**config.mk**
```make
export PLATFORM = sky130hd
export DESIGN_NAME = gum_ram
export DESIGN_NICKNAME = d
export VERILOG_FILES = /design/src/hdl/gum_ram.sv
export SDC_FILE = /design/constraint.sdc
export NUM_CORES = 2
export LEC_CHECK = 0
export BUFFER_PORTS_ARGS = -buffer_cell sky130_fd_sc_hd__buf_4
export CAP_MARGIN = 20
export CORE_ASPECT_RATIO = 1.4
export CORE_MARGIN = 4
export CORE_UTILIZATION = 40
export DETAILED_ROUTE_END_ITERATION = 6
export PLACE_DENSITY_LB_ADDON = 0.2
export SYNTH_ARGS = -nofsm -noshare
export SYNTH_HDL_FRONTEND = slang
export SYNTH_SLANG_ARGS = --single-unit
export TNS_END_PERCENT = 20
```
**constraint.sdc**
```tcl
create_clock -name clk -period 3 [get_ports clk]
set_input_delay 0.6 -clock clk [delete_from_list [all_inputs] [get_ports clk]]
set_output_delay 0.6 -clock clk [all_outputs]
set_load 0.01 [all_outputs]
```
**src/hdl/gum_ram.sv**
```systemverilog
// gum_ram: generic single write port, single read port ram with registered read
// no dependencies
module gum_ram #(
	parameter int WIDTH = 8,
	parameter int DEPTH = 256
) (
	input  logic                     clk,
	input  logic                     wr_en,
	input  logic [$clog2(DEPTH)-1:0] wr_addr,
	input  logic [WIDTH-1:0]         wr_data,
	input  logic [$clog2(DEPTH)-1:0] rd_addr,
	output logic [WIDTH-1:0]         rd_data
);

	logic [WIDTH-1:0] mem [DEPTH];

	// write port and registered read port
	always_ff @(posedge clk) begin
		if (wr_en) begin
			mem[wr_addr] <= wr_data;
		end
		rd_data <= mem[rd_addr];
	end

endmodule

```
==> summary.txt <==
Clocking
  – Root Buffer: clkbuf_16
  – Clock transition at path regs: roughly 0.07 ns
  – CTS tree: done
  – Clock Tree Buf Depth: 4
  – Total CTS buffers: between 150 and 200
  – Hold_buf cts: 0
  – H-tree levels: 4
  – Clock sink count: between 2k and 2.5k
  – Worst skew pair latency: between 0.8 and 0.9 ns

Placement
  – Place WS: -1.08 ns
  – IO Port Bufs: 33
  – Post-detail-place hpwl: 144 mm
  – GP Congestion: roughly 0.82

Outcome
  – Status: finished, final reports clean

Final layout
  – Area delta synth->final: 18.5%
  – Layout filler cell count: between 15k and 20k
  – Share of layout cells above drive strength 1: approximately a third
  – Final nets: approximately 4.4k

Synth
  – Synth top area cells: edfxtp_1 77%, mux4_2 13%, mux2i_1 1.7%
  – Syn. warnings: 0
  – #FFs+latches synth: ~2.1k
  – Syn Std Cell Area: approximately 80000 um2
  – Yosys top cell by area: edfxtp_1
  – Post-synth EDFFs: about 2.0k
  – Share of the synthesized area in the top cell type: 77.3%
  – Ys async rst share: 0%
  – Cells after synthesis: between 3k and 4k
  – Syn avg cell area: roughly 21 um2
  – Synth cell types: 55
  – Synthesized net count: ~3.8k
  – Synth Flop Type: edfxtp_1
  – Sequential share of the synthesized area: 77.5%

Routing
  – Drt initial violations: roughly 3.7k
  – Post-route ant nets: 0
  – Vias/cell: about 5.6
  – Routed vias: 40.3k
  – WL/cell: 29.9 um
  – WL final: approximately 210 mm
  – Drt pass-1 iters: 6
  – Post-route DRC: 0

Timing
  – Final Hold Vio Count: 0
  – Max frequency: ~340 MHz
  – Clk_skew: around 0.065 ns
  – RSZ-0062 raised after global routing: false
  – # setup viols final: 0
  – Worst-Margin Slew: 0.963 ns
  – Crit path time final: between 2 and 3 ns
  – Period utilization: a little over nine tenths
  – Max Transition Viols Final: 0
  – Slew headroom: 35.6%
  – Total negative slack: 0 ns
  – Final worst slack: 0.0684 ns

Worst setup path
  – CP Cell Sequence: buf_8 -> buf_12 -> buf_12 -> buf_4 -> mux4_2 -> a22oi_1 -> a21oi_1 -> nor4_1 -> buf_4 -> nor4_2
  – CP Class: in -> reg
  – WP data required: between 3 and 4 ns
  – Slowest cell delay on critical path: 0.63 ns
  – Startpoint types: input pin
  – Worst-path fanout max: 19
  – Worst path arrival time: 3.63 ns
  – Slowest-stage cell, CP: nor4_1
  – Worst setup EP type: flip-flop

Hold path
  – Hold WC Path Type: in -> reg

Pwr
  – Int Pwr: 0.0467 W
  – Switch Pwr: 0.0125 W
  – Sw Ratio: a little over a fifth
  – Clock power frac: a little over 40%
  – Logic pwr share: around 5.8%
  – PwrDens: roughly 630 nW/um2
  – Reg power frac: a little over half
  – Maximum vdd drop: about 400 uV
  – P_leak: between 30 and 40 nW

Global route
  – Total grt overflow: 0
  – Vias in the first global route: ~41k
  – Pin count of the biggest net entering global routing: between 90 and 100
  – Initial antenna violation count: 4
  – First-pass GRT wire length: between 300 and 400 mm
  – Overall Global Routing Usage: approximately 21%

Floorplanning
  – Die W: 385 um
  – CORE AREA: between 150000 and 200000 um2
  – Die height: 536 um
  – Initial Util: between 40% and 50%
  – Row Count: slightly below 200
  – Die area: 206000 um2
  – Top Ports: 34

Flow run
  – Max cap viols: 0
[flip-flops by register name, indices dropped and copies added, names as in the netlist]
name and flops:
rd_data 8, mem 2048
[power groups by stage]
stage	registers, W	clock network [W]	logic, W
finish	0.0317	0.0240	0.00346
global placement	0.0323	0	0.00348
detailed placement	0.0323	0	0.00351
CTS	0.0317	0.0245	0.00352
floorplan	0.0323	0	0.00154
global route	0.0317	0.0257	0.00364
[cell families after synthesis]
kind of cell	after synthesis	share of synthesized area, %
simple gates	466	2.63
mux	591	14.6
compound gates	385	3.42
buf+inv	235	1.83
flops	2056	77.5
[worst paths after layout]
| check | from | to | slack, ns | depth (start not counted) |
|---|---|---|---|---|
| max | rd_addr[0] | rd_data[6] | 0.07 | 10 |
| max reg2reg | mem[161][0] | rd_data[0] | 0.27 | 8 |
| min reg2reg | mem[54][1] | rd_data[1] | 1.12 | 7 |
| min | wr_data[0] | mem[2][0] | 0.16 | 1 |
[worst max-delay path, delay by kind of cell]
kind / cells / cell delay [ns]
simple gates: 2 / 0.68
buf+inv: 5 / 1.10
compound gates: 2 / 0.69
mux: 1 / 0.49
[cell usage after synthesis (13+ instances only)]
library cell / number
nor3_1: 22
a211oi_1: 16
buf_1: 22
nand3_1: 34
nand2_1: 33
nor2b_1: 31
buf_8: 13
o22ai_1: 28
buf_6: 21
a22oi_1: 133
buf_2: 31
mux4_2: 454
buf_4: 27
clkbuf_1: 111
o221ai_1: 46
nor4_1: 24
mux2i_1: 134
a221oi_1: 13
a21oi_1: 96
nor2_1: 282
edfxtp_1: 2048
[repair_timing]
item | in CTS | in global routing
endpoints found under the setup margin | 3 | 1
resized for setup | 3 | 1
buffers inserted | 0 | 0
[through the flow]
stage               util (%)  total power, W  hold WS, ns  area, um2  std cells
finish                  47.7          0.0591        0.165      94300       7196
global route            47.7          0.0610        0.140      94300       7195
CTS                     47.7          0.0597        0.107      94300       7194
detailed placement      44.6          0.0358        0.995      88100       6857
global placement        44.5          0.0358        0.990      88100       6854
floorplan                  -          0.0338        0.699      79600       3733
[per-layer routing]
layer	routed length, um	up-vias	track usage, %
met1	84400	21700	26.7
met3	10500	349	2.60
li1	-	17000	-
met4	7620	6	6.79
met2	112000	1193	36.7
met5	39	-	0
[cells in the final DEF (no fill, tap or decap), types with 10 or more instances in the layout]
master	n
edfxtp_1	2048
o22ai_1	28
clkbuf_1	33
nor3_1	19
mux2i_1	134
clkbuf_16	197
o21ai_0	10
o221ai_1	46
buf_4	625
a22oi_1	133
buf_12	90
nand4_1	10
a21oi_1	96
nor2b_1	28
o211ai_1	10
mux4_2	454
clkinv_1	43
nand2_1	33
a221oi_1	13
nor4_1	19
nor2_1	279
a211oi_1	16
bufinv_16	18
buf_8	10
clkinv_2	24
nand3_1	31
[cell type report]
class	instances	area (um2)	area share (%)
Sequential cell	2056	61700	65.4
Multi-Input combinational cell	1442	16600	17.6
Timing Repair Buffer	725	6640	7.05
Clock buffer	234	5110	5.42
Tap cell	2632	3290	3.49
Clock inverter	103	990	1.05
Inverter	2	7.51	0.00796
Antenna cell	2	5.00	0.00531
Power figures use the tool's default switching activity.
