`src/hdl/gum_pkg.sv`:
```
// gum_pkg: shared constants, types and the fixed 5x5 smoothing kernel
// for the gaussian unsharp mask block
// no dependencies
package gum_pkg;

	localparam int KSIZE       = 5;
	localparam int HALF        = KSIZE / 2;
	localparam int MAX_WIDTH   = 1024;
	localparam int MAX_HEIGHT  = 1024;
	localparam int COEF_BITS   = 16;
	localparam int STORE_DEPTH = (KSIZE - 1) * MAX_WIDTH + KSIZE;
	localparam int ADDR_W      = $clog2(STORE_DEPTH);
	localparam int KIDX_W      = $clog2(KSIZE);
	localparam int TAPS        = KSIZE * KSIZE;
	localparam int TAP_W       = $clog2(TAPS);
	localparam int PIX_W       = 8;
	localparam int ACC_W       = COEF_BITS + PIX_W;
	localparam int DIM_W       = 11;
	localparam int CFG_W       = 12;
	localparam int POS_W       = 21;
	localparam int CNT_W       = 10;

	// register indexes of the configuration port
	localparam logic [1:0] REG_WIDTH     = 2'd0;
	localparam logic [1:0] REG_HEIGHT    = 2'd1;
	localparam logic [1:0] REG_THRESHOLD = 2'd2;
	localparam logic [1:0] REG_GAIN      = 2'd3;

	typedef logic [ADDR_W-1:0] addr_t;

	typedef enum logic [2:0] {
		ST_IDLE,
		ST_SETUP,
		ST_READ,
		ST_WAIT,
		ST_CALC,
		ST_OUT
	} state_t;

	// one window tap on its way from the read address to the accumulator
	typedef struct packed {
		logic                 vld;
		logic                 in_img;
		logic                 center;
		logic [COEF_BITS-1:0] coef;
	} tap_t;

	// normalized gaussian, sigma 1.1, Q0.16, centre takes the remainder
	localparam logic [COEF_BITS-1:0] COEF_TABLE [TAPS] = '{
		16'd328,  16'd1134, 16'd1714, 16'd1134, 16'd328,
		16'd1134, 16'd3916, 16'd5920, 16'd3916, 16'd1134,
		16'd1714, 16'd5920, 16'd8952, 16'd5920, 16'd1714,
		16'd1134, 16'd3916, 16'd5920, 16'd3916, 16'd1134,
		16'd328,  16'd1134, 16'd1714, 16'd1134, 16'd328
	};

	// flipped kernel lookup for window row i, column j
	function automatic logic [COEF_BITS-1:0] coef_at(logic [KIDX_W-1:0] i,
			logic [KIDX_W-1:0] j);
		logic [TAP_W-1:0] idx;
		idx = TAP_W'(KSIZE - 1 - int'(i)) * TAP_W'(KSIZE) + TAP_W'(KSIZE - 1 - int'(j));
		return COEF_TABLE[idx];
	endfunction

	// next address in the circular row store
	function automatic addr_t addr_inc(addr_t a);
		return (a == addr_t'(STORE_DEPTH - 1)) ? '0 : addr_t'(a + 1'b1);
	endfunction

	// size register clamped to 1..limit
	function automatic logic [DIM_W-1:0] clamp_dim(logic [DIM_W-1:0] v, int limit);
		logic [DIM_W-1:0] r;
		r = v;
		if (v == '0) r = DIM_W'(1);
		if (v > DIM_W'(limit)) r = DIM_W'(limit);
		return r;
	endfunction

endpackage

```
`src/hdl/gum_filter.sv`:
```
// gum_filter: multiply-accumulate of window taps read from the row store
// depends on gum_pkg
module gum_filter (
	input  logic                               clk,
	input  logic                               arst_n,
	input  logic                               start,
	input  gum_pkg::tap_t                      tap,
	input  logic [gum_pkg::PIX_W-1:0]          rd_data,
	output logic [gum_pkg::ACC_W-1:0]          acc,
	output logic [gum_pkg::PIX_W-1:0]          pix,
	output logic                               busy
);

	logic                            vld_s1;
	logic                            inside_s1;
	logic                            center_s1;
	logic [gum_pkg::COEF_BITS-1:0]   coef_s1;
	logic                            vld_s2;
	logic [gum_pkg::ACC_W-1:0]       prod_s2;
	logic [gum_pkg::ACC_W-1:0]       acc_q;
	logic [gum_pkg::PIX_W-1:0]       pix_q;
	logic [gum_pkg::PIX_W-1:0]       tap_val;

	// outside taps read as one
	assign tap_val = inside_s1 ? rd_data : gum_pkg::PIX_W'(1);

	// valid flags follow the read latency
	always_ff @(posedge clk or negedge arst_n) begin
		if (!arst_n) begin
			vld_s1 <= 1'b0;
			vld_s2 <= 1'b0;
		end else begin
			vld_s1 <= tap.vld;
			vld_s2 <= vld_s1;
		end
	end

	// tap attributes, product and centre pixel
	always_ff @(posedge clk) begin
		inside_s1 <= tap.in_img;
		center_s1 <= tap.center;
		coef_s1   <= tap.coef;
		prod_s2   <= gum_pkg::ACC_W'(coef_s1 * tap_val);
		if (vld_s1 && center_s1) begin
			pix_q <= rd_data;
		end
	end

	// accumulator
	always_ff @(posedge clk) begin
		if (start) begin
			acc_q <= '0;
		end else if (vld_s2) begin
			acc_q <= acc_q + prod_s2;
		end
	end

	assign acc  = acc_q;
	assign pix  = pix_q;
	assign busy = vld_s1 | vld_s2;

endmodule
```
`config.mk`:
```
export PLATFORM = sky130hd
export DESIGN_NAME = gum_filter
export DESIGN_NICKNAME = d
export VERILOG_FILES = /design/src/hdl/gum_pkg.sv /design/src/hdl/gum_filter.sv
export SDC_FILE = /design/constraint.sdc
export NUM_CORES = 1
export LEC_CHECK = 0
export ABC_AREA = 1
export BUFFER_PORTS_ARGS = -buffer_cell sky130_fd_sc_hd__buf_2
export CAP_MARGIN = 20
export CORE_ASPECT_RATIO = 0.5
export CORE_UTILIZATION = 50
export DETAILED_ROUTE_END_ITERATION = 6
export HOLD_SLACK_MARGIN = 0.15
export PLACE_DENSITY = 0.74
export SYNTH_ARGS = -nofsm -noshare
export SYNTH_HDL_FRONTEND = slang
export SYNTH_SLANG_ARGS = --single-unit
```
`constraint.sdc`:
```
create_clock -name clk -period 5.5 [get_ports clk]
set_clock_uncertainty 0.1 [all_clocks]
set_input_delay 1.1 -clock clk [delete_from_list [all_inputs] [get_ports clk]]
set_output_delay 1.1 -clock clk [all_outputs]
set_load 0.05 [all_outputs]
```
==> qor.csv, run 1 <==
metric,value,unit
num_vias,6920,
core,14900,sq um
cts_buffers,9,
crit_required,5.63,ns
hold_viol,0,
yosys_warnings,0,
synth-seq-area-share,20.5,%
chipHeight,90.7,microns
worst_pin_slew,0.668,ns
initial_utilization,52.9,%
p_per_area,415,nW/um^2
place.gp.congestion,0.932,
status,finished clean,
crit_type,in2reg,
drt_first_pass_iters,7,
slowest_stage,fa_1,
max-cap-violations,0,
utilization,58.8,%
period_needed,4.92,ns
p_total,3630,uW
r2r_cells,18,
cts_root_buf,clkbuf_16,
tritoncts,yes,
p_leak,0.00510,uW
critPathArrivalTime,5.04,ns
slew_violations,0,
slew_headroom,55.4,%
totalWireLength,19200,microns
postCtsSetupBuffers,0,
fmax,203,MHz
clkLatencyLatePin,0.35,ns
ctsLongestPathBuffers,2,
num_rows,31,
synth_area,7870,sq um
ant_nets,0,
rsz0062_at_grt,no,
num_antenna_cells,0,
grt_pass1_vias,7011,
syn_to_final_growth,11.2,%
cts_resized,0,
synthesis.nets,1291,
ys_types,36,
final.setup.tns,0,ns
irDropWorstVdd,0.187,mV
synthCells,1109,
crit_chain,buf_2 -> nand2_1 -> buf_4 -> nor2_1 -> fa_1 -> fa_1 -> fa_1 -> inv_1 -> fa_1 -> inv_1 -> ha_1 -> a21oi_1 -> o21ai_2 -> nor2_1 -> o21ai_2 -> nand2_1 -> nand2_1 -> nand2_1 -> nand2_1,
pin_count,63,
crit_path_end_kind,flop,
io_buffer_count,62,
min_period_over_period,89.4,%
hp-class,reg2reg,
hold_buffers,0,
finish.net_count,1359,
clk_pin_slew_worst_paths,0.06,ns
cts_sinks,76,
grt_max_degree,40,
overflow,0,
dieArea,16300,sq um
path_common_cell,nand2_1,
crit_fanout,13,
drc_errors,0,
htreeDepth,3,
final_common_cell,inv_1,
dp_hpwl,15700,microns
drive_gt1_share,8.80,%
layout_common_cells,"inv_1, nand2_1, nor2_1",
grtUsageTotal,25.0,%
setup_viol,0,
start_kind,input pin,
max_stage_delay,0.57,ns
antenna_found_initial,0,
wl_per_cell,13.9,microns
die_w,179,microns
vias_per_cell,5.01,
fillCellCount,1420,
grt_pass1_wl,32700,microns
min_path_cells,0,
drtIter0Drc,471,
avgSynthCellArea,7.10,sq um
ys_seq_elements,76,
[final timing paths]
check	startpoint	endpoint	slack, ns
max	rd_data[5]	prod_s2[19]	0.58
max reg2reg	inside_s1	prod_s2[19]	0.87
max in group asynchronous	arst_n	vld_s2	4.77
min	vld_s1	vld_s2	0.29
min in group asynchronous	arst_n	vld_s1	0.44
min reg2reg	vld_s1	vld_s2	0.29
[critical path, delay by kind of cell]
kind | cells | cell delay, ns
AO/OA/AOI/OAI | 3 | 0.54
buffers and inverters | 4 | 0.41
adder cells (fa/ha/maj) | 5 | 2.33
AND/OR/NAND/NOR | 7 | 0.67
[cell families after synthesis]
group | synth area share (%)
xor gates and xnor gates | 2.78
DFF | 20.5
AOI/OAI and AO/OA | 4.97
and+or+nand+nor | 27.2
buffers and inverters | 12.3
adders and majority gates | 32.3
[flip-flops by register name (all words and copies together) (netlist names)]
register	flops
acc	24
inside_s1	1
pix	8
center_s1	1
vld_s2	1
vld_s1	1
coef_s1	16
prod_s2	24
[area by class of cell]
cell class                      count  area, sq um  share of cell area (%)
Clock buffer                       10          239                    2.73
Clock inverter                      6         71.3                   0.815
Inverter                          243          912                    10.4
Multi-Input combinational cell    775         5290                    60.4
Sequential cell                    76         1610                    18.4
Tap cell                          198          248                    2.83
Timing Repair Buffer               72          385                    4.40
[synth_stat cells]
master	number	area share, %
xor2_1	19	2.1
nor4_1	1	0.080
nand3b_1	2	0.19
o21bai_1	3	0.29
ha_1	67	11
o21ai_2	3	0.33
inv_1	243	12
clkbuf_1	12	0.57
dfxtp_1	66	17
fa_1	85	22
nand3_2	1	0.13
o211ai_1	1	0.095
nor2_1	212	10
nor2_4	1	0.14
or2_1	1	0.080
nand3_1	51	3.2
nand2_2	5	0.40
xnor2_1	6	0.67
o21a_1	2	0.19
dfrtp_1	2	0.64
nor2_2	2	0.16
edfxtp_1	8	3.1
o21ai_1	2	0.13
a21o_1	5	0.48
nor3_1	4	0.25
nand4_1	9	0.72
a21oi_2	1	0.11
nor3_2	2	0.25
o21ai_0	21	1.3
and2_1	1	0.080
nand2_1	236	11
or2_2	1	0.080
a21boi_0	1	0.095
buf_2	3	0.19
a31oi_1	1	0.080
a21oi_1	29	1.8
[layer usage]
layer	wire, microns	GRT usage (%)	part of all wire, %
met1	8910	32.4	46
met2	8520	41.8	44
met3	1360	5.48	7.1
met4	431	7.97	2.2
met5	0	0	0
[power by group]
group	switching [uW]	total [uW]	internal, uW	leakage [uW]
registers	89.7	786	697	0.000651
clock network	268	638	369	0.000151
logic	1470	2210	736	0.00430
total	1830	3630	1800	0.00510
[metrics by stage]
stage,cell area (sq um),hold WS [ns],cells,worst slack (ns)
after CTS,8760,0.299,1380,0.635
final,8760,0.292,1380,0.581
after detailed placement,8450,0.286,1364,0.271
after floorplan,7870,0.266,1109,0.546
after global routing,8760,0.311,1380,0.316
after global placement,8450,0.279,1364,0.315
Power figures use the tool's default switching activity.
==> run 2, diff against run 1 <==
Settings changed: BUFFER_PORTS_ARGS -buffer_cell sky130_fd_sc_hd__buf_2 to -buffer_cell sky130_fd_sc_hd__buf_4, MAX_ROUTING_LAYER from default to met4, SLEW_MARGIN from default to 30.
==> run 2 against run 1 <==
  * The run now ends with design-rule violations left
  * Critical endpoint unchanged
  * Highest routed layer unchanged
  * Combinational power is essentially flat
  * Total power is 0.59% higher
  * Non-clock buffer count decreased by 1
  * Via count down 0.66%
  * Sequential share of layout area down 0.31 points
  * Core utilization rose by 0.99 points
  * Sequential cell count stayed put
  * Hold slack improved by 0.0042 ns
  * Critical path depth is the same
  * Die area stayed put
  * Worst setup slack better by 0.015 ns
  * Maximum frequency increased by 0.30%
==> qor.csv, run 2 (synthesis gave the netlist of run 1 again) <==
metric,value,unit
core,14900,sq um
worst_slack,0.596,ns
fin_area,8900,sq um
cp_top_family,adder cells,
critPathArrivalTime,5.02,ns
violations,design-rule violations,
dp_hpwl,15700,microns
initial_utilization,52.9,%
drt_first_pass_iters,7,
place_ws,0.305,ns
finish.net_count,1358,
p_per_area,411,nW/um^2
crit_path_end_kind,flop,
final.setup.tns,0,ns
rsz0062_at_grt,no,
pin_count,63,
die_w,179,microns
wl_per_cell,13.9,microns
grtUsageTotal,25.3,%
fillCellCount,1392,
drc_errors,6,
slew_violations,0,
path_common_cell,nand2_1,
num_vias,6874,
wl_met3,1480,microns
start_kind,input pin,
fmax,204,MHz
hp-class,reg2reg,
slowest_stage,fa_1,
min_period_over_period,89.2,%
path_buf_inv,4,
grt_max_degree,40,
wl_met2,8180,microns
grt_pass1_wl,31900,microns
layout_common_cells,"inv_1, nand2_1, nor2_1",
htreeDepth,3,
totalWireLength,19100,microns
syn_to_final_growth,13.1,%
overflow,0,
crit_fanout,15,
num_rows,31,
post-place-cells,1363,
clkLatencyLatePin,0.35,ns
drive_gt1_share,8.64,%
cts_buffers,9,
p_leak,0.00514,uW
cts_resized,0,
io_buffer_count,62,
met1_length,9040,microns
cts_sinks,76,
place_area,8590,sq um
crit_chain,buf_4 -> nand2_1 -> buf_4 -> nor2_1 -> fa_1 -> fa_1 -> fa_1 -> inv_1 -> fa_1 -> inv_1 -> ha_1 -> a21oi_1 -> o21ai_2 -> nor2_1 -> o21ai_2 -> nand2_1 -> nand2_1 -> nand2_1 -> nand2_1,
place.gp.congestion,0.931,
cts_root_buf,clkbuf_16,
dieArea,16300,sq um
stdcell_count,1379,
chipHeight,90.7,microns
status,"finished, violations left",
tritoncts,yes,
crit_type,in2reg,
hold_buffers,0,
worst_pin_slew,0.617,ns
clk_pin_slew_worst_paths,0.06,ns
ant_nets,0,
max-cap-violations,0,
final_common_cell,inv_1,
max_stage_delay,0.55,ns
drtIter0Drc,462,
setup_viol,0,
grt_pass1_vias,6781,
slew_headroom,58.8,%
irDropWorstVdd,0.194,mV
antenna_found_initial,0,
crit_required,5.62,ns
hold_viol,0,
vias_per_cell,4.98,
postCtsSetupBuffers,0,
num_antenna_cells,0,
highest_layer,met4,
ctsLongestPathBuffers,2,
period_needed,4.90,ns
run 2: final timing paths:
path	start	to	slack [ns]	cells after the start
max in group asynchronous	arst_n	vld_s2	4.78	1
min in group asynchronous	arst_n	vld_s1	0.43	1
setup reg to reg	inside_s1	prod_s2[19]	0.87	18
hold / removal	vld_s1	vld_s2	0.30	0
setup / recovery	rd_data[2]	prod_s2[19]	0.60	19
hold reg to reg	vld_s1	vld_s2	0.30	0
run 2: layout make-up:
type | count | area, sq um | share of cell area [%]
well taps | 198 | 248 | 2.78
repair buffers | 71 | 533 | 5.99
clock inverters | 5 | 67.6 | 0.759
multi-input cells | 775 | 5290 | 59.4
flip-flops and latches | 76 | 1610 | 18.1
inverters | 243 | 912 | 10.2
clock buffers | 11 | 243 | 2.73
run 2: stage by stage:
stage          util (%)  hold WS (ns)  total power (uW)
2_1_floorplan         -         0.266              2460
3_3_place_gp       57.7         0.279              2960
3_5_place_dp       57.7         0.286              2990
4_1_cts            59.8         0.300              3650
5_1_grt            59.8         0.308              4000
6_report           59.8         0.296              3660
run 2: routing by layer:
layer	GRT usage [%]	vias to the layer above
li1	-	3456
met1	33.0	3126
met2	39.7	257
met3	5.44	35
met4	7.04	0
met5	-	-
run 2: power by group:
group / switching, uW / internal [uW] / leakage, uW / total [uW]
Combinational: 1460 / 764 / 0.00433 / 2220
Clock: 274 / 372 / 0.000153 / 646
Sequential: 90.9 / 697 / 0.000651 / 787
